## src/design/cts_pkg.sv

```systemverilog
// ----------------------------------------------------------------------------
// CAN transmit segment queue package
// Shared sizes, request codes, register indexes and the slot entry type.
// ----------------------------------------------------------------------------
`timescale 1ns / 1ps
`default_nettype none

package cts_pkg;

  // Ring depth and the index width that follows from it.
  localparam int unsigned QUEUE_DEPTH = 8;
  localparam int unsigned IDX_W       = (QUEUE_DEPTH > 1) ? $clog2(QUEUE_DEPTH) : 1;

  // Field widths of one frame.
  localparam int unsigned ID_W     = 11;
  localparam int unsigned LEN_W    = 4;
  localparam int unsigned DATA_W   = 64;
  localparam int unsigned MSGLEN_W = 6;
  localparam int unsigned WORDS    = 4;
  localparam int unsigned WCNT_W   = 3;

  // Longest segmented message in bytes.
  localparam logic [MSGLEN_W-1:0] MAX_SEG_BYTES = MSGLEN_W'(32);
  localparam logic [LEN_W-1:0]    FULL_LEN      = LEN_W'(8);

  // Request codes.
  localparam logic [1:0] REQ_SEGMENTED = 2'd0;
  localparam logic [1:0] REQ_SINGLE    = 2'd1;
  localparam logic [1:0] REQ_TX_DONE   = 2'd2;

  // Configuration register indexes.
  localparam int unsigned REG_IDX_W    = 2;
  localparam logic [REG_IDX_W-1:0] REG_SEG_ID    = REG_IDX_W'(0);
  localparam logic [REG_IDX_W-1:0] REG_SINGLE_ID = REG_IDX_W'(1);

  // Register reset values.
  localparam logic [ID_W-1:0] SEG_ID_RESET    = ID_W'(158);
  localparam logic [ID_W-1:0] SINGLE_ID_RESET = ID_W'(398);

  localparam logic [IDX_W-1:0] LAST_IDX = IDX_W'(QUEUE_DEPTH - 1);

  // One ring slot.
  typedef struct packed {
    logic [LEN_W-1:0]  len;
    logic [ID_W-1:0]   ident;
    logic [DATA_W-1:0] data;
  } slot_t;

  localparam int unsigned SLOT_W = $bits(slot_t);

  // Ring index increment with wrap at the queue depth.
  function automatic logic [IDX_W-1:0] next_idx(input logic [IDX_W-1:0] idx);
    logic [IDX_W-1:0] nxt;
    if (idx == LAST_IDX) begin
      nxt = '0;
    end else begin
      nxt = idx + IDX_W'(1);
    end
    return nxt;
  endfunction

endpackage

`default_nettype wire

```

## src/design/can_tx_segment_queue_unit.sv

```systemverilog
// ----------------------------------------------------------------------------
// CAN transmit segment queue
// Ring of frames awaiting transmission, filled by segmented and single
// requests and drained one frame per load toward the transmitter.
// ----------------------------------------------------------------------------
// Usage:
// Requests arrive as beats on the input channel (valid/ready). A segmented
// request of up to 32 bytes is cut into 8-byte frames, a single request
// queues one frame, and a transmit-done event pulls the next frame if one
// is queued. Frames are held in a slot RAM with one write and one read port.
// Whenever a frame is handed to the transmitter it leaves as one beat on the
// output channel; no other request produces an output beat.
// Timing: the block takes one request at a time. A request is captured,
// then writes its frames one after another (zero to four, one RAM write
// port), then, if it loads a frame, reads the RAM and registers the
// result; a result not yet taken by the receiver can hold it there.
// Configuration writes take effect on the next edge.
// Reset empties the ring (both indexes zero), marks the transmitter free and
// restores the identifier registers; the slot contents stay undefined.
// A stalled receiver does not stop intake: the result sits in the output
// register and the next request is processed, waiting only before it would
// overwrite a result that has not yet been taken.
// ----------------------------------------------------------------------------
`timescale 1ns / 1ps
`default_nettype none

module can_tx_segment_queue_unit (
  input  wire logic                            clk_i,
  input  wire logic                            rst_ni,
  // Configuration write port.
  input  wire logic                            cfg_we_i,
  input  wire logic [cts_pkg::REG_IDX_W-1:0]   cfg_index_i,
  input  wire logic [cts_pkg::ID_W-1:0]        cfg_wdata_i,
  // Request channel.
  input  wire logic                            in_valid_i,
  output logic                                 in_ready_o,
  input  wire logic [1:0]                      req_type_i,
  input  wire logic [cts_pkg::MSGLEN_W-1:0]    msg_len_i,
  input  wire logic [cts_pkg::DATA_W-1:0]      payload_w0_i,
  input  wire logic [cts_pkg::DATA_W-1:0]      payload_w1_i,
  input  wire logic [cts_pkg::DATA_W-1:0]      payload_w2_i,
  input  wire logic [cts_pkg::DATA_W-1:0]      payload_w3_i,
  // Loaded frame channel.
  output logic                                 out_valid_o,
  input  wire logic                            out_ready_i,
  output logic [cts_pkg::LEN_W-1:0]            frame_len_o,
  output logic [cts_pkg::ID_W-1:0]             frame_ident_o,
  output logic [31:0]                          frame_data_a_o,
  output logic [31:0]                          frame_data_b_o
);

  import cts_pkg::*;

  // Sequencer states.
  localparam logic [1:0] S_IDLE  = 2'd0;
  localparam logic [1:0] S_WRITE = 2'd1;
  localparam logic [1:0] S_READ  = 2'd2;
  localparam logic [1:0] S_RESP  = 2'd3;

  logic [1:0] state_q, state_d;

  // Queue control state.
  logic [IDX_W-1:0] wr_idx_q, wr_idx_d;
  logic [IDX_W-1:0] rd_idx_q, rd_idx_d;
  logic             tx_free_q, tx_free_d;

  // Identifier registers.
  logic [ID_W-1:0] seg_id_q;
  logic [ID_W-1:0] single_id_q;

  // Captured request: payload words shift down one word per frame written.
  logic [DATA_W-1:0] pay_q [WORDS];
  logic [WCNT_W-1:0] rem_q, rem_d;
  logic [LEN_W-1:0]  last_len_q;
  logic [ID_W-1:0]   ident_q;

  // Output register.
  logic              out_valid_q, out_valid_d;
  logic [LEN_W-1:0]  out_len_q;
  logic [ID_W-1:0]   out_ident_q;
  logic [DATA_W-1:0] out_data_q;

  logic in_fire;
  logic out_free;
  logic capture;

  // Decode of the incoming request.
  logic [MSGLEN_W:0]  len_plus;
  logic [WCNT_W-1:0]  seg_count;
  logic [LEN_W-1:0]   seg_last_len;
  logic               seg_ok;

  // RAM ports.
  logic              ram_we;
  logic              ram_re;
  slot_t             wr_slot;
  slot_t             rd_slot;
  logic [SLOT_W-1:0] ram_rdata;

  assign in_ready_o = (state_q == S_IDLE);
  assign in_fire    = in_valid_i && in_ready_o;
  assign out_free   = !out_valid_q || out_ready_i;

  // Frame count of a segmented message: an empty message still makes one frame.
  assign len_plus  = {1'b0, msg_len_i} + (MSGLEN_W + 1)'(7);
  assign seg_count = (msg_len_i == '0) ? WCNT_W'(1) : WCNT_W'(len_plus >> 3);
  assign seg_ok    = (msg_len_i <= MAX_SEG_BYTES);

  // Length code of the last frame: zero for an empty message, the remainder,
  // or a full frame when the message length is a nonzero multiple of eight.
  always_comb begin
    if (msg_len_i == '0) begin
      seg_last_len = '0;
    end else if (msg_len_i[2:0] == 3'd0) begin
      seg_last_len = FULL_LEN;
    end else begin
      seg_last_len = LEN_W'(msg_len_i[2:0]);
    end
  end

  // The slot being written takes the next payload word; only the last frame
  // of a message carries the short length.
  always_comb begin
    wr_slot.ident = ident_q;
    wr_slot.data  = pay_q[0];
    wr_slot.len   = (rem_q == WCNT_W'(1)) ? last_len_q : FULL_LEN;
  end

  assign ram_we = (state_q == S_WRITE);
  assign ram_re = (state_q == S_READ);

  cts_slot_ram #(
    .WIDTH  (SLOT_W),
    .DEPTH  (QUEUE_DEPTH),
    .ADDR_W (IDX_W)
  ) u_slot_ram (
    .clk_i   (clk_i),
    .we_i    (ram_we),
    .waddr_i (wr_idx_q),
    .wdata_i (wr_slot),
    .re_i    (ram_re),
    .raddr_i (rd_idx_q),
    .rdata_o (ram_rdata)
  );

  assign rd_slot = slot_t'(ram_rdata);

  // Sequencer. The RAM read of a load follows every write of the request,
  // so the read never races a write to the same slot.
  always_comb begin
    state_d     = state_q;
    wr_idx_d    = wr_idx_q;
    rd_idx_d    = rd_idx_q;
    tx_free_d   = tx_free_q;
    rem_d       = rem_q;
    capture     = 1'b0;
    out_valid_d = out_valid_q;

    if (out_valid_q && out_ready_i) begin
      out_valid_d = 1'b0;
    end

    case (state_q)
      S_IDLE: begin
        if (in_fire) begin
          case (req_type_i)
            REQ_TX_DONE: begin
              if (wr_idx_q != rd_idx_q) begin
                state_d = S_READ;
              end else begin
                tx_free_d = 1'b1;
              end
            end
            REQ_SEGMENTED: begin
              if (seg_ok) begin
                capture = 1'b1;
                rem_d   = seg_count;
                state_d = S_WRITE;
              end else if (tx_free_q && (wr_idx_q != rd_idx_q)) begin
                tx_free_d = 1'b0;
                state_d   = S_READ;
              end
            end
            REQ_SINGLE: begin
              capture = 1'b1;
              rem_d   = WCNT_W'(1);
              state_d = S_WRITE;
            end
            default: begin
              state_d = S_IDLE;
            end
          endcase
        end
      end
      S_WRITE: begin
        wr_idx_d = next_idx(wr_idx_q);
        rem_d    = rem_q - WCNT_W'(1);
        if (rem_q == WCNT_W'(1)) begin
          // Something was written, so a free transmitter always gets a frame.
          if (tx_free_q) begin
            tx_free_d = 1'b0;
            state_d   = S_READ;
          end else begin
            state_d = S_IDLE;
          end
        end
      end
      S_READ: begin
        rd_idx_d = next_idx(rd_idx_q);
        state_d  = S_RESP;
      end
      S_RESP: begin
        if (out_free) begin
          out_valid_d = 1'b1;
          state_d     = S_IDLE;
        end
      end
      default: begin
        state_d = S_IDLE;
      end
    endcase
  end

  always_ff @(posedge clk_i or negedge rst_ni) begin
    if (!rst_ni) begin
      state_q     <= S_IDLE;
      wr_idx_q    <= '0;
      rd_idx_q    <= '0;
      tx_free_q   <= 1'b1;
      rem_q       <= '0;
      out_valid_q <= 1'b0;
      seg_id_q    <= SEG_ID_RESET;
      single_id_q <= SINGLE_ID_RESET;
    end else begin
      state_q     <= state_d;
      wr_idx_q    <= wr_idx_d;
      rd_idx_q    <= rd_idx_d;
      tx_free_q   <= tx_free_d;
      rem_q       <= rem_d;
      out_valid_q <= out_valid_d;
      if (cfg_we_i) begin
        case (cfg_index_i)
          REG_SEG_ID:    seg_id_q    <= cfg_wdata_i;
          REG_SINGLE_ID: single_id_q <= cfg_wdata_i;
          default:       ;
        endcase
      end
    end
  end

  // Request capture and payload shift.
  always_ff @(posedge clk_i) begin
    if (capture) begin
      pay_q[0] <= payload_w0_i;
      pay_q[1] <= payload_w1_i;
      pay_q[2] <= payload_w2_i;
      pay_q[3] <= payload_w3_i;
      if (req_type_i == REQ_SINGLE) begin
        ident_q    <= single_id_q;
        last_len_q <= FULL_LEN;
      end else begin
        ident_q    <= seg_id_q;
        last_len_q <= seg_last_len;
      end
    end else if (state_q == S_WRITE) begin
      for (int i = 0; i < WORDS - 1; i++) begin
        pay_q[i] <= pay_q[i+1];
      end
    end
  end

  // Output payload register.
  always_ff @(posedge clk_i) begin
    if ((state_q == S_RESP) && out_free) begin
      out_len_q   <= rd_slot.len;
      out_ident_q <= rd_slot.ident;
      out_data_q  <= rd_slot.data;
    end
  end

  assign out_valid_o    = out_valid_q;
  assign frame_len_o    = out_len_q;
  assign frame_ident_o  = out_ident_q;
  assign frame_data_a_o = out_data_q[31:0];
  assign frame_data_b_o = out_data_q[63:32];

endmodule

`default_nettype wire

```

## src/design/cts_slot_ram.sv

```systemverilog
// ----------------------------------------------------------------------------
// CAN transmit segment queue slot RAM
// Simple dual-port RAM: one write port, one read port with registered data.
// ----------------------------------------------------------------------------
`timescale 1ns / 1ps
`default_nettype none

module cts_slot_ram #(
  parameter int unsigned WIDTH  = 79,
  parameter int unsigned DEPTH  = 8,
  parameter int unsigned ADDR_W = 3
) (
  input  wire logic              clk_i,
  input  wire logic              we_i,
  input  wire logic [ADDR_W-1:0] waddr_i,
  input  wire logic [WIDTH-1:0]  wdata_i,
  input  wire logic              re_i,
  input  wire logic [ADDR_W-1:0] raddr_i,
  output logic      [WIDTH-1:0]  rdata_o
);

  logic [WIDTH-1:0] mem [DEPTH];
  logic [WIDTH-1:0] rdata_q;

  always_ff @(posedge clk_i) begin
    if (we_i) begin
      mem[waddr_i] <= wdata_i;
    end
  end

  always_ff @(posedge clk_i) begin
    if (re_i) begin
      rdata_q <= mem[raddr_i];
    end
  end

  assign rdata_o = rdata_q;

endmodule

`default_nettype wire
```

## config.mk

```make
export PLATFORM = sky130hd
export DESIGN_NAME = can_tx_segment_queue_unit
export DESIGN_NICKNAME = d
export VERILOG_FILES = /design/src/design/cts_pkg.sv /design/src/design/can_tx_segment_queue_unit.sv /design/src/design/cts_slot_ram.sv
export SDC_FILE = /design/constraint.sdc
export NUM_CORES = 1
export LEC_CHECK = 0
export BUFFER_PORTS_ARGS = -buffer_cell sky130_fd_sc_hd__buf_2
export CAP_MARGIN = 10
export CORE_AREA = 2 2 276 278
export DETAILED_ROUTE_END_ITERATION = 16
export DIE_AREA = 0 0 278 280
export PLACE_DENSITY = 0.82
export SLEW_MARGIN = 20
export SYNTH_ARGS = -nofsm -noshare
export SYNTH_HDL_FRONTEND = slang
export SYNTH_SLANG_ARGS = --single-unit
```

## constraint.sdc

```tcl
create_clock -name clk_i -period 46.1 [get_ports clk_i]
set_input_delay 4.61 -clock clk_i [delete_from_list [all_inputs] [get_ports clk_i]]
set_output_delay 4.61 -clock clk_i [all_outputs]
set_load 0.05 [all_outputs]
```

### Word level (Yosys, flattened, before mapping)

Memories as Yosys holds them, arrays and structs flattened. A register that Yosys moved wholly into a read port is not among the register bits.
Cells that the tools add are included.

* memories kept: 2
* register bits after elaboration: 129
* memory bits (writable): 888

* equality and inequality tests: 21
* $add $sub $neg: 4
* order comparisons: 1
* reductions and logical operators: 18
* mux-type cells: 43
* bitwise logic cells: 3

Memory list
* u_slot_ram.mem: depth 8, bits a word 79, read ports 1, clocked after Yosys merged registers in 1, write ports 1, RTL line cts_slot_ram.sv:22 `logic [WIDTH-1:0] mem [DEPTH];`
* pay_q: depth 4, bits a word 64, read ports 4, clocked after Yosys merged registers in 0, write ports 4, RTL line can_tx_segment_queue_unit.sv:72 `logic [DATA_W-1:0] pay_q [WORDS];`

Operators by type and width (number)
* $mux 64: 3
* $mux 1: 17
* $mux 3: 5
* $ne 3x3->1 const B: 5
* $mux 2: 7
* $mux 4: 3
* $pmux 3 s2: 2
* $mux 11: 1
* $pmux 2 s4: 1
* $reduce_and 7->1: 1
* $add 3x1->3 const B: 2
* $add 6x3->6 const B: 1
* $eq 2x1->1 const B: 3
* $eq 2x2->1 const B: 3
* $eq 3x3->1 const B: 2
* $le 6x6->1 const B: 1
* $logic_not 2->1: 3
* $logic_not 6->1: 1
* $ne 3x1->1 const B: 2
* $pmux 1 s2: 3
* $pmux 2 s3: 1
* $reduce_and 5->1: 1
* $logic_and 1x1->1: 4
* $ne 2x1->1 const B: 2
* other kinds (13): 16

### Depth between registers and ports, before layout

Gate-level depths: netlist of the first run.

* depth in word-level cells: 8
* gate-level depth with buffers: 7

### By module

Synthesis of the first run repeated with hierarchy kept, for this count alone.

* cell total of the unflattened synthesis: 2170
* area, all modules: 40953.0 sq um

By module, submodules not included
* cts_slot_ram: sequential area each 21350.5 sq um, area each 26151.3 sq um, cells each 1006, instances 1
* can_tx_segment_queue_unit: sequential area each 11399.7 sq um, area each 14801.7 sq um, cells each 1164, instances 1

### Worst setup path before layout of the first run

Ideal clock, no wire load.

* path kind: input port to flip-flop
* start: input msg_len_i[2] (netlist bit)
* end: register rem_q[1]
* data required time: 45454 ps
* slack: 26607 ps
* stages: 4
* data arrival time: 18847 ps
* library setup time: 646 ps
* path through: nor3_1 > a2111oi_0 > nor3_1 > mux2i_1

* cells in the longest elaborated chain, start to end: 6
* elaborated cells between the ends (all ways): 10

Ends and longest elaborated chain
* start: declaration: RTL line can_tx_segment_queue_unit.sv:38 `input wire logic [cts_pkg::MSGLEN_W-1:0] msg_len_i,`
* $add 6x3->6 / $logic_not 6->1 (equally long branches): RTL line can_tx_segment_queue_unit.sv:105, can_tx_segment_queue_unit.sv:106
* $mux 3: RTL line can_tx_segment_queue_unit.sv:106 `assign seg_count = (msg_len_i == '0) ? WCNT_W'(1) : WCNT_W'(len_plus >> 3);`
* $mux 3: RTL line can_tx_segment_queue_unit.sv:175 `if (seg_ok) begin`
* $pmux 3 s2: RTL line can_tx_segment_queue_unit.sv:166 `case (req_type_i)`
* $mux 3: RTL line can_tx_segment_queue_unit.sv:165 `if (in_fire) begin`
* $pmux 3 s2: RTL line can_tx_segment_queue_unit.sv:163 `case (state_q)`
* end signal: assignment: RTL line can_tx_segment_queue_unit.sv:239 `rem_q <= rem_d;`
* end: declaration: RTL line can_tx_segment_queue_unit.sv:73 `logic [WCNT_W-1:0] rem_q, rem_d;`

Several ways; a longest one is shown, not always the timed one. The select of a mux whose other input is x is not followed.
A chain may end at the register's enable or synchronous reset.

==> qor.log, run 1 <==
[outcome] status finished clean
[yosys] adder and majority cell fraction of the synthesized area 0.183%
[route] first-iteration detailed-routing DRC count 2135
[clock_network] number of gates resized after cts 0
[worst_setup_path] slowest cell on the critical path sky130_fd_sc_hd__buf_4
[yosys] synthesis warning total 0
[power] power share of the clock group 26.6%
[die] total core area 75200 um2
[place] Placer Congestion 0.832
[yosys] cell count after synthesis 2173
[power] switching power 0.957 mW
[grt] leftover overflow at the end of global routing 0
[finish] post-route non-filler standard cell count 3644
[clock_network] total number of clock tree sinks 1096
[route] first drt pass iteration count 5
[timing] Setup Skew 0.0166 ns
[power] power density of the placed cells 67.6 nW/um2
[hold_path] type of the worst min-delay path register to register
[route] DRC viols 0
[timing] Total Neg Setup Slack 0 ns
[grt] first-pass GRT wire length 131000 um
[place] number of cells in the design after placement 3450
[worst_setup_path] Crit path buffers/inverters 3
[die] Die Footprint 77800 um2
[grt] total track usage 22.8%
[grt] maximum number of pins on one net before global-route repair 194
[yosys] share of synthesized cell area in and, or, nand and nor gates 6.47%
[worst_setup_path] CP endpoint kind register
[route] mean number of vias per cell 5.68
[finish] fin util 62.8%
[yosys] Synth Net Count 2461
[worst_setup_path] required time worst endpoint 46.38 ns
[timing] maximum clock rate 144 MHz
[timing] final count of hold timing violations 0
[clock_network] H-tree lvl count 3
[yosys] area share of the largest cell type after synthesis 77.9%
[worst_setup_path] largest stage delay on the critical path 0.86 ns
[yosys] fraction of the yosys area taken by sequential cells 80.1%
[worst_setup_path] cells traversed along the worst timing path buf_2 -> nor3_1 -> a2111oi_0 -> nor3_2 -> buf_4 -> buf_4
[timing] shortest period the worst path allows 6.93 ns
[finish] leading cell types in the layout, fill and taps excluded 1061 x sky130_fd_sc_hd__edfxtp_1, 631 x sky130_fd_sc_hd__nand2_1, 362 x sky130_fd_sc_hd__buf_2
[timing] fraction of the cycle the final worst path needs 15.0%
[yosys] share of synthesized flip-flops with an asynchronous set or reset 3.19%
[route] wire length per cell 24.3 um
[power] cell internal power dissipation 2.24 mW
[route] antenna-violating nets left 0
[route] via count of the routed design 20700
[worst_setup_path] Worst Path Arrival 7.21 ns
[finish] final std cell area, no fill 47200 um2
[finish] post-layout net count 2868
[clock_network] Clk Latency, worst-skew pair 0.67 ns
[yosys] library cell occupying the most area in the post-synthesis netlist sky130_fd_sc_hd__edfxtp_1
[finish] share of post-route cells with drive strength above 1 31.1%
[place] detailed-placement wirelength estimate 50200 um
[clock_network] buffers from clock root to sink, at most 3
[power] post-layout power 3.19 mW
[yosys] XOR/XNOR Fraction of Synth Area 0.107%
[power] combinational power share 22.6%
[timing] Max Slew Vio Count 0
[yosys] share of synthesized area spent on multiplexers 11.5%
[power] static power due to leakage 16.9 nW
[finish] ANT cells 0
[worst_setup_path] class of the most critical setup path primary input to register
[clock_network] Clock Root Buffer sky130_fd_sc_hd__clkbuf_16
[worst_setup_path] maximum fanout encountered on the critical timing path 67
[clock_network] hold buffer count at cts 0
[yosys] number of synthesized register bits 1096
[clock_network] Setup Buffers After CTS 0
[yosys] Most used DFF post-synth sky130_fd_sc_hd__edfxtp_1
[worst_setup_path] CP startpoint kind primary input
[yosys] area of the mapped netlist 40900 um2
[die] I/O Pins 363
[timing] unrepaired setup endpoints after global routing no
[finish] count of fill cells added during filler insertion 5018
[die] Initial Utilization 54.4%
[power] Peak VDD IR 0.0000495 V
[worst_setup_path] cell family with the largest share of critical-path delay buffers and inverters
[die] height of the chip 280 um
[timing] final setup violating endpoints 0
[grt] initial antenna violation count 3
[clock_network] TritonCTS Buffers 106
[finish] synth-to-layout area growth 15.5%
[finish] most common cell after layout, fill and taps aside sky130_fd_sc_hd__edfxtp_1
[worst_setup_path] cell repeated most along the worst path sky130_fd_sc_hd__buf_4
[timing] relative slew slack 24.0%
[die] Row Count 101
[power] Net Sw Frac 30.0%
[yosys] mean post-synth cell area 18.8 um2
[yosys] synthesized-area fraction occupied by ao, oa, aoi and oai cells 0.422%
[yosys] ranking of synthesized cells by area sky130_fd_sc_hd__edfxtp_1 78%, sky130_fd_sc_hd__mux4_2 8.7%, sky130_fd_sc_hd__nand2_1 5.8%
[clock_network] clock slew at reported path FFs 0.06 ns
[clock_network] CTS tree built
[power] sequential fraction of design power 50.7%
[yosys] Netlist cell types 43
[yosys] combinational family with the most area after synthesis multiplexers
[place] IO Port Bufs 362
[run] max cap viols 0
[place] post-placement cell area 43800 um2
[route] total wire length after detailed routing 88500 um
[yosys] number of flops mapped to enable cells by yosys 1061
[die] horizontal die dimension 278 um
[timing] measured slew at the worst slew-check pin 1.14 ns
[grt] vias in the first global route 21300
-- registers in the layout, summed over array words and instances (netlist names) --
signal	flops
frame_ident_o	11
frame_len_o	4
ident_q	11
last_len_q	4
out_data_q	64
out_valid_o	1
pay_q	256
rd_idx_q	3
rem_q	3
seg_id_q	11
single_id_q	11
state_q	2
tx_free_q	1
u_slot_ram.mem	632
u_slot_ram.rdata_o	79
wr_idx_q	3
-- cells in the mapped netlist (2+ instances only) --
master and instances:
sky130_fd_sc_hd__edfxtp_1 1061, sky130_fd_sc_hd__nand2_1 631, sky130_fd_sc_hd__mux4_2 158, sky130_fd_sc_hd__mux2_2 101, sky130_fd_sc_hd__clkbuf_1 42, sky130_fd_sc_hd__buf_2 38
sky130_fd_sc_hd__dfrtp_1 24, sky130_fd_sc_hd__dfstp_2 11, sky130_fd_sc_hd__buf_6 10, sky130_fd_sc_hd__nor3_1 9, sky130_fd_sc_hd__nor2_1 8, sky130_fd_sc_hd__and2_1 7
sky130_fd_sc_hd__buf_1 7, sky130_fd_sc_hd__nor2b_1 7, sky130_fd_sc_hd__ha_1 6, sky130_fd_sc_hd__nand2b_1 6, sky130_fd_sc_hd__inv_1 5, sky130_fd_sc_hd__xnor2_1 5
sky130_fd_sc_hd__a211o_1 3, sky130_fd_sc_hd__a21o_1 3, sky130_fd_sc_hd__o21ai_0 3, sky130_fd_sc_hd__a211oi_1 2, sky130_fd_sc_hd__mux2i_1 2, sky130_fd_sc_hd__nand3_1 2
sky130_fd_sc_hd__nand3b_1 2, sky130_fd_sc_hd__nand4_1 2, sky130_fd_sc_hd__nor3b_1 2
-- metrics by stage --
step / hold slack (ns) / setup WS [ns]
2_1_floorplan: 0.400 / 26.61
3_3_place_gp: 0.401 / 38.65
3_5_place_dp: 0.405 / 38.54
4_1_cts: 0.416 / 39.22
5_1_grt: 0.421 / 38.97
6_report: 0.413 / 39.17
-- cell families after synthesis --
group,after synthesis
buffers and inverters,102
adder cells (fa/ha/maj),6
multiplexers,261
flip-flops,1096
AO/OA/AOI/OAI,23
XOR/XNOR,5
AND/OR/NAND/NOR,680
-- per-layer routing --
layer | vias to the layer above | wire [um] | track usage [%] | share of wire [%]
met2 | 909 | 43200 | 36.7 | 49
met5 | - | 25 | 0 | 0.028
met4 | 4 | 2810 | 8.41 | 3.2
met3 | 143 | 6680 | 4.75 | 7.5
li1 | 9085 | - | - | -
met1 | 10600 | 35800 | 31.3 | 40
-- worst paths after layout --
| path | slack (ns) | startpoint | end | depth (start not counted) |
|---|---|---|---|---|
| setup / recovery | 39.17 | msg_len_i[2] | pay_q[2][40]$_DFFE_PP_ | 6 |
| max in group asynchronous | 41.44 | rst_ni | rd_idx_q[0]$_DFFE_PN0P_ | 1 |
| hold / removal | 0.41 | u_slot_ram.rdata_o[63]$_DFFE_PP_ | out_data_q[63]$_DFFE_PP_ | 0 |
| setup reg to reg | 42.25 | rd_idx_q[0]$_DFFE_PN0P_ | u_slot_ram.rdata_o[39]$_DFFE_PP_ | 4 |
| hold reg to reg | 0.41 | u_slot_ram.rdata_o[63]$_DFFE_PP_ | out_data_q[63]$_DFFE_PP_ | 0 |
| min in group asynchronous | 4.06 | rst_ni | seg_id_q[10]$_DFFE_PN0P_ | 1 |
-- power groups by stage --
stage	Sequential (mW)	Combinational, mW	Clock [mW]
after floorplan	1.67	0.491	0
after global placement	1.61	0.711	0
after detailed placement	1.64	0.731	0
after CTS	1.62	0.738	0.866
after global routing	1.65	0.785	0.904
final	1.62	0.723	0.851
-- final cells by class --
cell class              instances  area [um2]  share of cell area (%)
clock buffers                 128        2760                    5.84
clock inverters                66         656                    1.39
inverters                       5        21.3                  0.0450
multi-input cells             975        7740                    16.4
flip-flops and latches       1096       32800                    69.4
well taps                     978        1220                    2.59
repair buffers                396        2080                    4.40
No activity file was read; power rests on OpenSTA's default activity.
==> run 2, diff against run 1 <==
--- a/config.mk
+++ b/config.mk
@@ -7,10 +7,10 @@
 export LEC_CHECK = 0
 export BUFFER_PORTS_ARGS = -buffer_cell sky130_fd_sc_hd__buf_2
 export CAP_MARGIN = 10
-export CORE_AREA = 2 2 276 278
+export CORE_AREA = 2 2 281 283
 export DETAILED_ROUTE_END_ITERATION = 16
-export DIE_AREA = 0 0 278 280
-export PLACE_DENSITY = 0.82
+export DIE_AREA = 0 0 283 285
+export PLACE_DENSITY = 0.83
 export SLEW_MARGIN = 20
 export SYNTH_ARGS = -nofsm -noshare
 export SYNTH_HDL_FRONTEND = slang
==> constraint.sdc (replaced) <==
create_clock -name clk_i -period 5.7 [get_ports clk_i]
set_input_delay 0.57 -clock clk_i [delete_from_list [all_inputs] [get_ports clk_i]]
set_output_delay 0.57 -clock clk_i [all_outputs]
set_load 0.05 [all_outputs]
==> run 2 against run 1 <==
Sequential power rose to 8.1 times the previous value; critical path depth down 2; setup slack lost 36 ns; cell count rose by 1.8%; sequential share of layout area is 0.25 points lower; clock power grew to 8.0 times the previous value; wire length down 1.4%; clock skew increased by 0.0066 ns.
==> qor.log, run 2 (synthesis results as in run 1) <==
[route] total wire length after detailed routing 87300 um [-1.4%]
[clock_network] Setup Buffers After CTS 0 [unchanged]
[route] wire length per cell 23.5 um [-3.2%]
[clock_network] buffers from clock root to sink, at most 3 [unchanged]
[place] post-placement cell area 44000 um2 [+0.31%]
[worst_setup_path] origin of the critical flop-to-flop path state_q[0]$_DFFE_PN0P_
[power] power density of the placed cells 545 nW/um2 [+710%]
[timing] Max Slew Vio Count 0 [unchanged]
[finish] fin util 60.8% [-2.0 points]
[clock_network] hold buffer count at cts 0 [unchanged]
[clock_network] clock slew at reported path FFs 0.06 ns [about the same]
[die] I/O Pins 363 [unchanged]
[worst_setup_path] launch point of the critical path state_q[0]$_DFFE_PN0P_
[die] height of the chip 285 um [+1.8%]
[finish] number of flip-flops in the largest register 632 [unchanged]
[grt] maximum number of pins on one net before global-route repair 125 [-36%]
[timing] measured slew at the worst slew-check pin 1.10 ns [-0.0400 ns]
[power] Peak VDD IR 0.000451 V [+810%]
[timing] Setup Skew 0.0232 ns [+0.00664 ns]
[die] Initial Utilization 52.5% [-1.9 points]
[worst_setup_path] class of the most critical setup path register to register
[grt] total track usage 21.5% [-1.3 points]
[finish] final std cell area, no fill 47400 um2 [+0.37%]
[timing] final setup violating endpoints 0 [unchanged]
[grt] leftover overflow at the end of global routing 0 [unchanged]
[finish] most common cell after layout, fill and taps aside sky130_fd_sc_hd__edfxtp_1
[route] first-iteration detailed-routing DRC count 2017 [-5.5%]
[route] first drt pass iteration count 7 [+2]
[route] mean number of vias per cell 5.55 [-2.3%]
[worst_setup_path] length in cells of the worst reg-to-reg path 4 [unchanged]
[timing] relative slew slack 26.5% [+2.5 points]
[clock_network] Clk Latency, worst-skew pair 0.66 ns [about the same]
[clock_network] CTS tree built
[die] horizontal die dimension 283 um [+1.8%]
[place] IO Port Bufs 362 [unchanged]
[die] Die Footprint 80700 um2 [+3.6%]
[route] via count of the routed design 20600 [-0.50%]
[route] antenna-violating nets left 0 [unchanged]
[finish] share of post-route cells with drive strength above 1 31.1% [about the same]
[grt] initial antenna violation count 3 [unchanged]
[die] total core area 78000 um2 [+3.7%]
[worst_setup_path] maximum fanout encountered on the critical timing path 53 [-21%]
[run] max cap viols 0 [unchanged]
[worst_setup_path] Worst Path Arrival 3.18 ns [-4.03 ns]
[timing] shortest period the worst path allows 2.88 ns
[worst_setup_path] CP startpoint kind register
[clock_network] total number of clock tree sinks 1096 [unchanged]
[timing] unrepaired setup endpoints after global routing no
[hold_path] type of the worst min-delay path primary input to asynchronous set/reset pin
[place] detailed-placement wirelength estimate 51400 um [+2.4%]
[finish] post-layout net count 2861 [-0.24%]
[worst_setup_path] slack of the worst reg-to-reg path 2.82 ns [-39.43 ns]
[finish] synth-to-layout area growth 15.9%
[clock_network] TritonCTS Buffers 103 [-2.8%]
[clock_network] H-tree lvl count 3 [unchanged]
[timing] maximum clock rate 347 MHz
[power] static power due to leakage 16.9 nW [about the same]
[outcome] status finished clean
[clock_network] Clock Root Buffer sky130_fd_sc_hd__clkbuf_16
[worst_setup_path] capture point of the worst reg-to-reg path u_slot_ram.mem[7][74]$_DFFE_PP_
[finish] count of fill cells added during filler insertion 5314 [+5.9%]
[grt] vias in the first global route 21400 [+0.070%]
[timing] final count of hold timing violations 0 [unchanged]
[place] Placer Congestion 0.839 [+0.85%]
[clock_network] number of gates resized after cts 0 [unchanged]
[grt] first-pass GRT wire length 130000 um [-0.68%]
[finish] leading cell types in the layout, fill and taps excluded 1061 x sky130_fd_sc_hd__edfxtp_1, 631 x sky130_fd_sc_hd__nand2_1, 362 x sky130_fd_sc_hd__buf_2
[timing] fraction of the cycle the final worst path needs 50.6%
[route] DRC viols 0 [unchanged]
[die] Row Count 103 [+2.0%]
[worst_setup_path] CP endpoint kind register
[finish] register with the most flip-flops u_slot_ram.mem
[worst_setup_path] required time worst endpoint 6.00 ns [-40.38 ns]
[timing] Min Hold Slack 0.0179 ns [-0.395 ns]
## run 2: worst max path at each step
stage | endpoint
after floorplan | u_slot_ram.mem[2][0]$_DFFE_PP_
after global placement | pay_q[0][34]$_DFFE_PP_
after detailed placement | pay_q[0][34]$_DFFE_PP_
after CTS | pay_q[0][52]$_DFFE_PP_
after global routing | pay_q[1][53]$_DFFE_PP_
final | u_slot_ram.mem[7][74]$_DFFE_PP_
## run 2: area by class of cell
type | instances | area [um2] | share of cell area (%)
Antenna cell | 2 | 5.00 | 0.0106
Clock buffer | 131 | 2780 | 5.86
Multi-Input combinational cell | 975 | 7760 | 16.4
Timing Repair Buffer | 392 | 2140 | 4.50
Inverter | 5 | 21.3 | 0.0449
Sequential cell | 1096 | 32800 | 69.1
Clock inverter | 59 | 633 | 1.34
Tap cell | 1050 | 1310 | 2.77
## run 2: per-layer routing
layer	track usage, %	wire length [um]
met4	6.64	2030
met2	36.9	44400
met1	27.8	33600
met3	4.70	7300
met5	0	10
## run 2: through the flow
step / cells / TNS, ns / power, mW / setup slack (ns)
finish: 3710 / 0 / 25.9 / 2.82
global route: 3709 / 0 / 26.9 / 2.57
CTS: 3707 / 0 / 26.0 / 2.59
detailed placement: 3517 / 0 / 19.1 / 2.56
global placement: 3517 / 0 / 18.8 / 2.67
floorplan: 2173 / -396.57 / 17.2 / -1.29
## run 2: power by group
group	switching [mW]	internal [mW]	total, mW
combinational	3.64	2.18	5.82
clock	2.85	4.00	6.85
sequential	1.23	12.0	13.2
## run 2: critical path, cell delays in order, from the launching register on
cell and delay [ns]:
sky130_fd_sc_hd__dfrtp_1 0.57, sky130_fd_sc_hd__nor2b_4 0.27, sky130_fd_sc_hd__nand2_1 0.27, sky130_fd_sc_hd__nor2_4 0.94, sky130_fd_sc_hd__buf_12 0.43
==> run 3, diff against run 2 <==
--- a/config.mk
+++ b/config.mk
@@ -5,12 +5,13 @@
 export SDC_FILE = /design/constraint.sdc
 export NUM_CORES = 1
 export LEC_CHECK = 0
+export ABC_AREA = 1
 export BUFFER_PORTS_ARGS = -buffer_cell sky130_fd_sc_hd__buf_2
 export CAP_MARGIN = 10
-export CORE_AREA = 2 2 281 283
+export CORE_AREA = 2 2 278 280
 export DETAILED_ROUTE_END_ITERATION = 16
-export DIE_AREA = 0 0 283 285
-export PLACE_DENSITY = 0.83
+export DIE_AREA = 0 0 280 282
+export PLACE_DENSITY = 0.82
 export SLEW_MARGIN = 20
 export SYNTH_ARGS = -nofsm -noshare
 export SYNTH_HDL_FRONTEND = slang
==> constraint.sdc (replaced) <==
create_clock -name clk_i -period 2.9 [get_ports clk_i]
set_input_delay 0.29 -clock clk_i [delete_from_list [all_inputs] [get_ports clk_i]]
set_output_delay 0.29 -clock clk_i [all_outputs]
set_load 0.05 [all_outputs]
==> run 3 against run 2 <==
Non-clock buffer count is 310 higher; die area is 2.1% lower; maximum frequency is 15% higher; flip-flop and latch count stayed put; power is 100% higher; wire length is 28% higher; combinational power is 130% higher; largest power group unchanged.
==> qor.log, run 3 <==
[yosys] fraction of the yosys area taken by sequential cells 79.0% [-1.0 points]
[route] met1 layer wirelength in the final routing 39600 um [+18%]
[power] sequential fraction of design power 48.3% [-2.7 points]
[clock_network] H-tree lvl count 3 [unchanged]
[die] Die Footprint 79000 um2 [-2.1%]
[route] first-iteration detailed-routing DRC count 3540 [+76%]
[finish] multi-input combinational cell area 7820 um2 [+0.71%]
[power] post-layout power 52.5 mW [+100%]
[worst_setup_path] length in cells of the worst reg-to-reg path 6 [+2]
[route] routed wl met3 12100 um [+66%]
[outcome] status finished clean
[worst_setup_path] cell repeated most along the worst path sky130_fd_sc_hd__nand2_1
[place] number of cells in the design after placement 4356 [+24%]
[yosys] library cell occupying the most area in the post-synthesis netlist sky130_fd_sc_hd__edfxtp_1
[timing] final count of hold timing violations 0 [unchanged]
[power] Peak VDD IR 0.000764 V [+69%]
[finish] post-layout net count 4042 [+41%]
[die] I/O Pins 363 [unchanged]
[yosys] cell count after synthesis 3115 [+43%]
[power] power density of the placed cells 1030 nW/um2 [+89%]
[hold_path] Worst Hold Path Cells 3
[yosys] mean post-synth cell area 13.3 um2 [-29%]
[timing] Setup Skew 0.0267 ns [+0.00347 ns]
[clock_network] total number of clock tree sinks 1096 [unchanged]
[timing] fraction of the cycle the final worst path needs 86.3% [+36 points]
[clock_network] CTS tree built
[timing] relative slew slack 42.7% [+16 points]
[timing] unrepaired setup endpoints after global routing no
[route] DRC viols 0 [unchanged]
[run] max cap viols 0 [unchanged]
[grt] first-pass GRT wire length 166000 um [+28%]
[clock_network] clock slew at reported path FFs 0.07 ns [about the same]
[route] antenna-violating nets left 0 [unchanged]
[clock_network] number of gates resized after cts 0 [unchanged]
[die] Row Count 101 [-1.9%]
[yosys] synthesis warning total 0 [unchanged]
[yosys] share of synthesized flip-flops with an asynchronous set or reset 3.19% [unchanged]
[grt] initial antenna violation count 3 [unchanged]
[finish] share of post-route cells with drive strength above 1 16.1% [-15 points]
[yosys] Most used DFF post-synth sky130_fd_sc_hd__edfxtp_1
[worst_setup_path] CP startpoint kind register
[yosys] cell with the most instances after synthesis sky130_fd_sc_hd__edfxtp_1
[finish] register area 32800 um2 [unchanged]
[yosys] area of the mapped netlist 41400 um2 [+1.3%]
[worst_setup_path] largest stage delay on the critical path 0.71 ns [-0.23 ns]
[route] total wire length after detailed routing 112000 um [+28%]
[finish] synth-to-layout area growth 22.7%
[worst_setup_path] CP endpoint kind register
[worst_setup_path] cell family with the largest share of critical-path delay buffers and inverters
[yosys] ranking of synthesized cells by area sky130_fd_sc_hd__edfxtp_1 77%, sky130_fd_sc_hd__nand2_1 8.3%, sky130_fd_sc_hd__o21ai_0 3.5%
[worst_setup_path] slack of the worst reg-to-reg path 0.40 ns [-2.42 ns]
[yosys] Post-synth top cells 1061 x sky130_fd_sc_hd__edfxtp_1, 918 x sky130_fd_sc_hd__nand2_1, 344 x sky130_fd_sc_hd__nor2_1, 289 x sky130_fd_sc_hd__o21ai_0, 158 x sky130_fd_sc_hd__o22ai_1
[power] switching power 18.0 mW [+130%]
[finish] register with the most flip-flops u_slot_ram.mem
[yosys] area share of the largest cell type after synthesis 76.9% [-1.0 points]
[timing] maximum clock rate 399 MHz [+15%]
[place] detailed-placement wirelength estimate 59900 um [+17%]
[finish] count of fill cells added during filler insertion 4683 [-12%]
[clock_network] Setup Buffers After CTS 0 [unchanged]
[timing] Total Neg Setup Slack 0 ns [unchanged]
[route] via count of the routed design 28500 [+38%]
[power] power share of the clock group 26.4% [about the same]
[worst_setup_path] cells traversed along the worst timing path inv_8 -> buf_12 -> o21ai_0 -> o22ai_1 -> nand2_1 -> nand2_1
[yosys] number of flops mapped to enable cells by yosys 1061 [unchanged]
[finish] most common cell after layout, fill and taps aside sky130_fd_sc_hd__edfxtp_1
[place] IO Port Bufs 362 [unchanged]
[power] cell internal power dissipation 34.5 mW [+90%]
[route] wire length per cell 23.2 um [-1.6%]
[die] height of the chip 282 um [-1.1%]
[power] Net Sw Frac 34.3% [+4.4 points]
[grt] leftover overflow at the end of global routing 0 [unchanged]
[clock_network] Clock Root Buffer sky130_fd_sc_hd__clkbuf_16
[die] total core area 75700 um2 [-2.9%]
[finish] post-route non-filler standard cell count 4825 [+30%]
[timing] Max Slew Vio Count 0 [unchanged]
[worst_setup_path] Worst Path Arrival 3.05 ns [-0.13 ns]
[route] first drt pass iteration count 8 [+1]
[finish] number of flip-flops in the largest register 632 [unchanged]
[grt] vias in the first global route 28500 [+34%]
[timing] shortest period the worst path allows 2.50 ns [-0.381 ns]
[worst_setup_path] required time worst endpoint 3.44 ns [-2.56 ns]
[worst_setup_path] slowest cell on the critical path sky130_fd_sc_hd__dfrtp_4
[finish] leading cell types in the layout, fill and taps excluded 1061 x sky130_fd_sc_hd__edfxtp_1, 918 x sky130_fd_sc_hd__nand2_1, 362 x sky130_fd_sc_hd__buf_2
[clock_network] buffers from clock root to sink, at most 3 [unchanged]
[die] Initial Utilization 54.8% [+2.3 points]
[clock_network] hold buffer count at cts 269 [+269]
[place] Placer Congestion 0.858 [+2.2%]
[route] uppermost metal layer occupied by signal nets met4
[hold_path] type of the worst min-delay path primary input to register
[timing] measured slew at the worst slew-check pin 0.860 ns [-0.239 ns]
[power] combinational power share 25.3% [+2.8 points]
[power] static power due to leakage 19.1 nW [+13%]
[worst_setup_path] logic depth of the worst path, buffers included 6 [+2]
[clock_network] Clk Latency, worst-skew pair 0.68 ns [+0.02 ns]
[route] Routed met2 length 53900 um [+22%]
[yosys] Synth Net Count 3403 [+38%]
[worst_setup_path] Crit path buffers/inverters 2 [+1]
[grt] total track usage 28.0% [+6.5 points]
[timing] final setup violating endpoints 0 [unchanged]
[clock_network] TritonCTS Buffers 105 [+1.9%]
[yosys] number of synthesized register bits 1096 [unchanged]
[worst_setup_path] class of the most critical setup path register to register
[worst_setup_path] maximum fanout encountered on the critical timing path 142 [+170%]
[die] horizontal die dimension 280 um [-1.1%]
[grt] maximum number of pins on one net before global-route repair 177 [+42%]
[yosys] Netlist cell types 29 [-33%]
[route] mean number of vias per cell 5.91 [+6.4%]
## run 3: changes by cell type after synthesis, sizes merged, moves of 22 or more
cell    before  now
o21ai        4  351
nor2         8  345
nand2      631  918
mux4       158    0
o22ai        0  158
mux2       101    0
buf         55  106
inv          5   43
clkbuf      42   64
## run 3: worst paths after layout
path / start / end
worst max-delay path: rd_idx_q[0]$_DFFE_PN0P_ / u_slot_ram.rdata_o[54]$_DFFE_PP_
worst min-delay path: payload_w0_i[13] / pay_q[0][13]$_DFFE_PP_
worst max register to register: rd_idx_q[0]$_DFFE_PN0P_ / u_slot_ram.rdata_o[54]$_DFFE_PP_
worst min register to register: u_slot_ram.rdata_o[68]$_DFFE_PP_ / frame_ident_o[4]$_DFFE_PP_
max in group asynchronous: rst_ni / rd_idx_q[1]$_DFFE_PN0P_
min in group asynchronous: rst_ni / single_id_q[4]$_DFFE_PN0P_
## run 3: routing by layer
metal | up-vias | track usage (%)
met5 | - | 0
li1 | 12300 | -
met3 | 423 | 5.47
met4 | 0 | 15.4
met2 | 2098 | 45.6
met1 | 13700 | 35.8
## run 3: worst register-to-register path, delay by kind of cell, from the launching register on
family / cells / cell delay, ns
AOI/OAI and AO/OA: 2 / 0.70
buffers and inverters: 2 / 0.77
DFF: 1 / 0.71
and+or+nand+nor: 2 / 0.17
## run 3: cells by family (layout without fill, tap and decap cells)
family                   Yosys count  after routing  synth area share, %
buffers and inverters            213            942                 2.33
XOR/XNOR                           2              2               0.0423
adder cells (fa/ha/maj)            6              6                0.181
flip-flops                      1096           1096                 79.0
AND/OR/NAND/NOR                 1286           1286                 11.8
AO/OA/AOI/OAI                    512            512                 6.67
other                              0              3                    0
## run 3: metrics by stage
| step | hold WS (ns) | instance area, um2 | utilization, % | setup WS (ns) |
|---|---|---|---|---|
| final | 0.0446 | 50800 | 67.2 | 0.396 |
| after global routing | 0.0644 | 50800 | 67.2 | 0.342 |
| after CTS | 0.00735 | 50800 | 67.2 | 0.505 |
| after detailed placement | 0.405 | 44700 | 59.0 | 0.500 |
| after global placement | 0.403 | 44700 | 59.0 | 0.568 |
| after floorplan | -0.00559 | 41500 | - | -0.670 |
## run 3: power groups by stage
stage / Combinational (mW) / Sequential (mW) / Clock (mW)
2_1_floorplan: 8.04 / 24.9 / 0
3_3_place_gp: 12.0 / 25.3 / 0
3_5_place_dp: 12.4 / 25.5 / 0
4_1_cts: 12.9 / 25.2 / 13.8
5_1_grt: 14.5 / 25.6 / 14.5
6_report: 13.3 / 25.4 / 13.9
## run 3: cell type report
| cell class | count | share of cell area, % |
|---|---|---|
| well taps | 978 | 2.41 |
| diodes | 3 | 0.0148 |
| clock inverters | 64 | 1.27 |
| multi-input cells | 1806 | 15.4 |
| flip-flops and latches | 1096 | 64.4 |
| clock buffers | 133 | 5.52 |
| inverters | 43 | 0.362 |
| repair buffers | 702 | 10.6 |
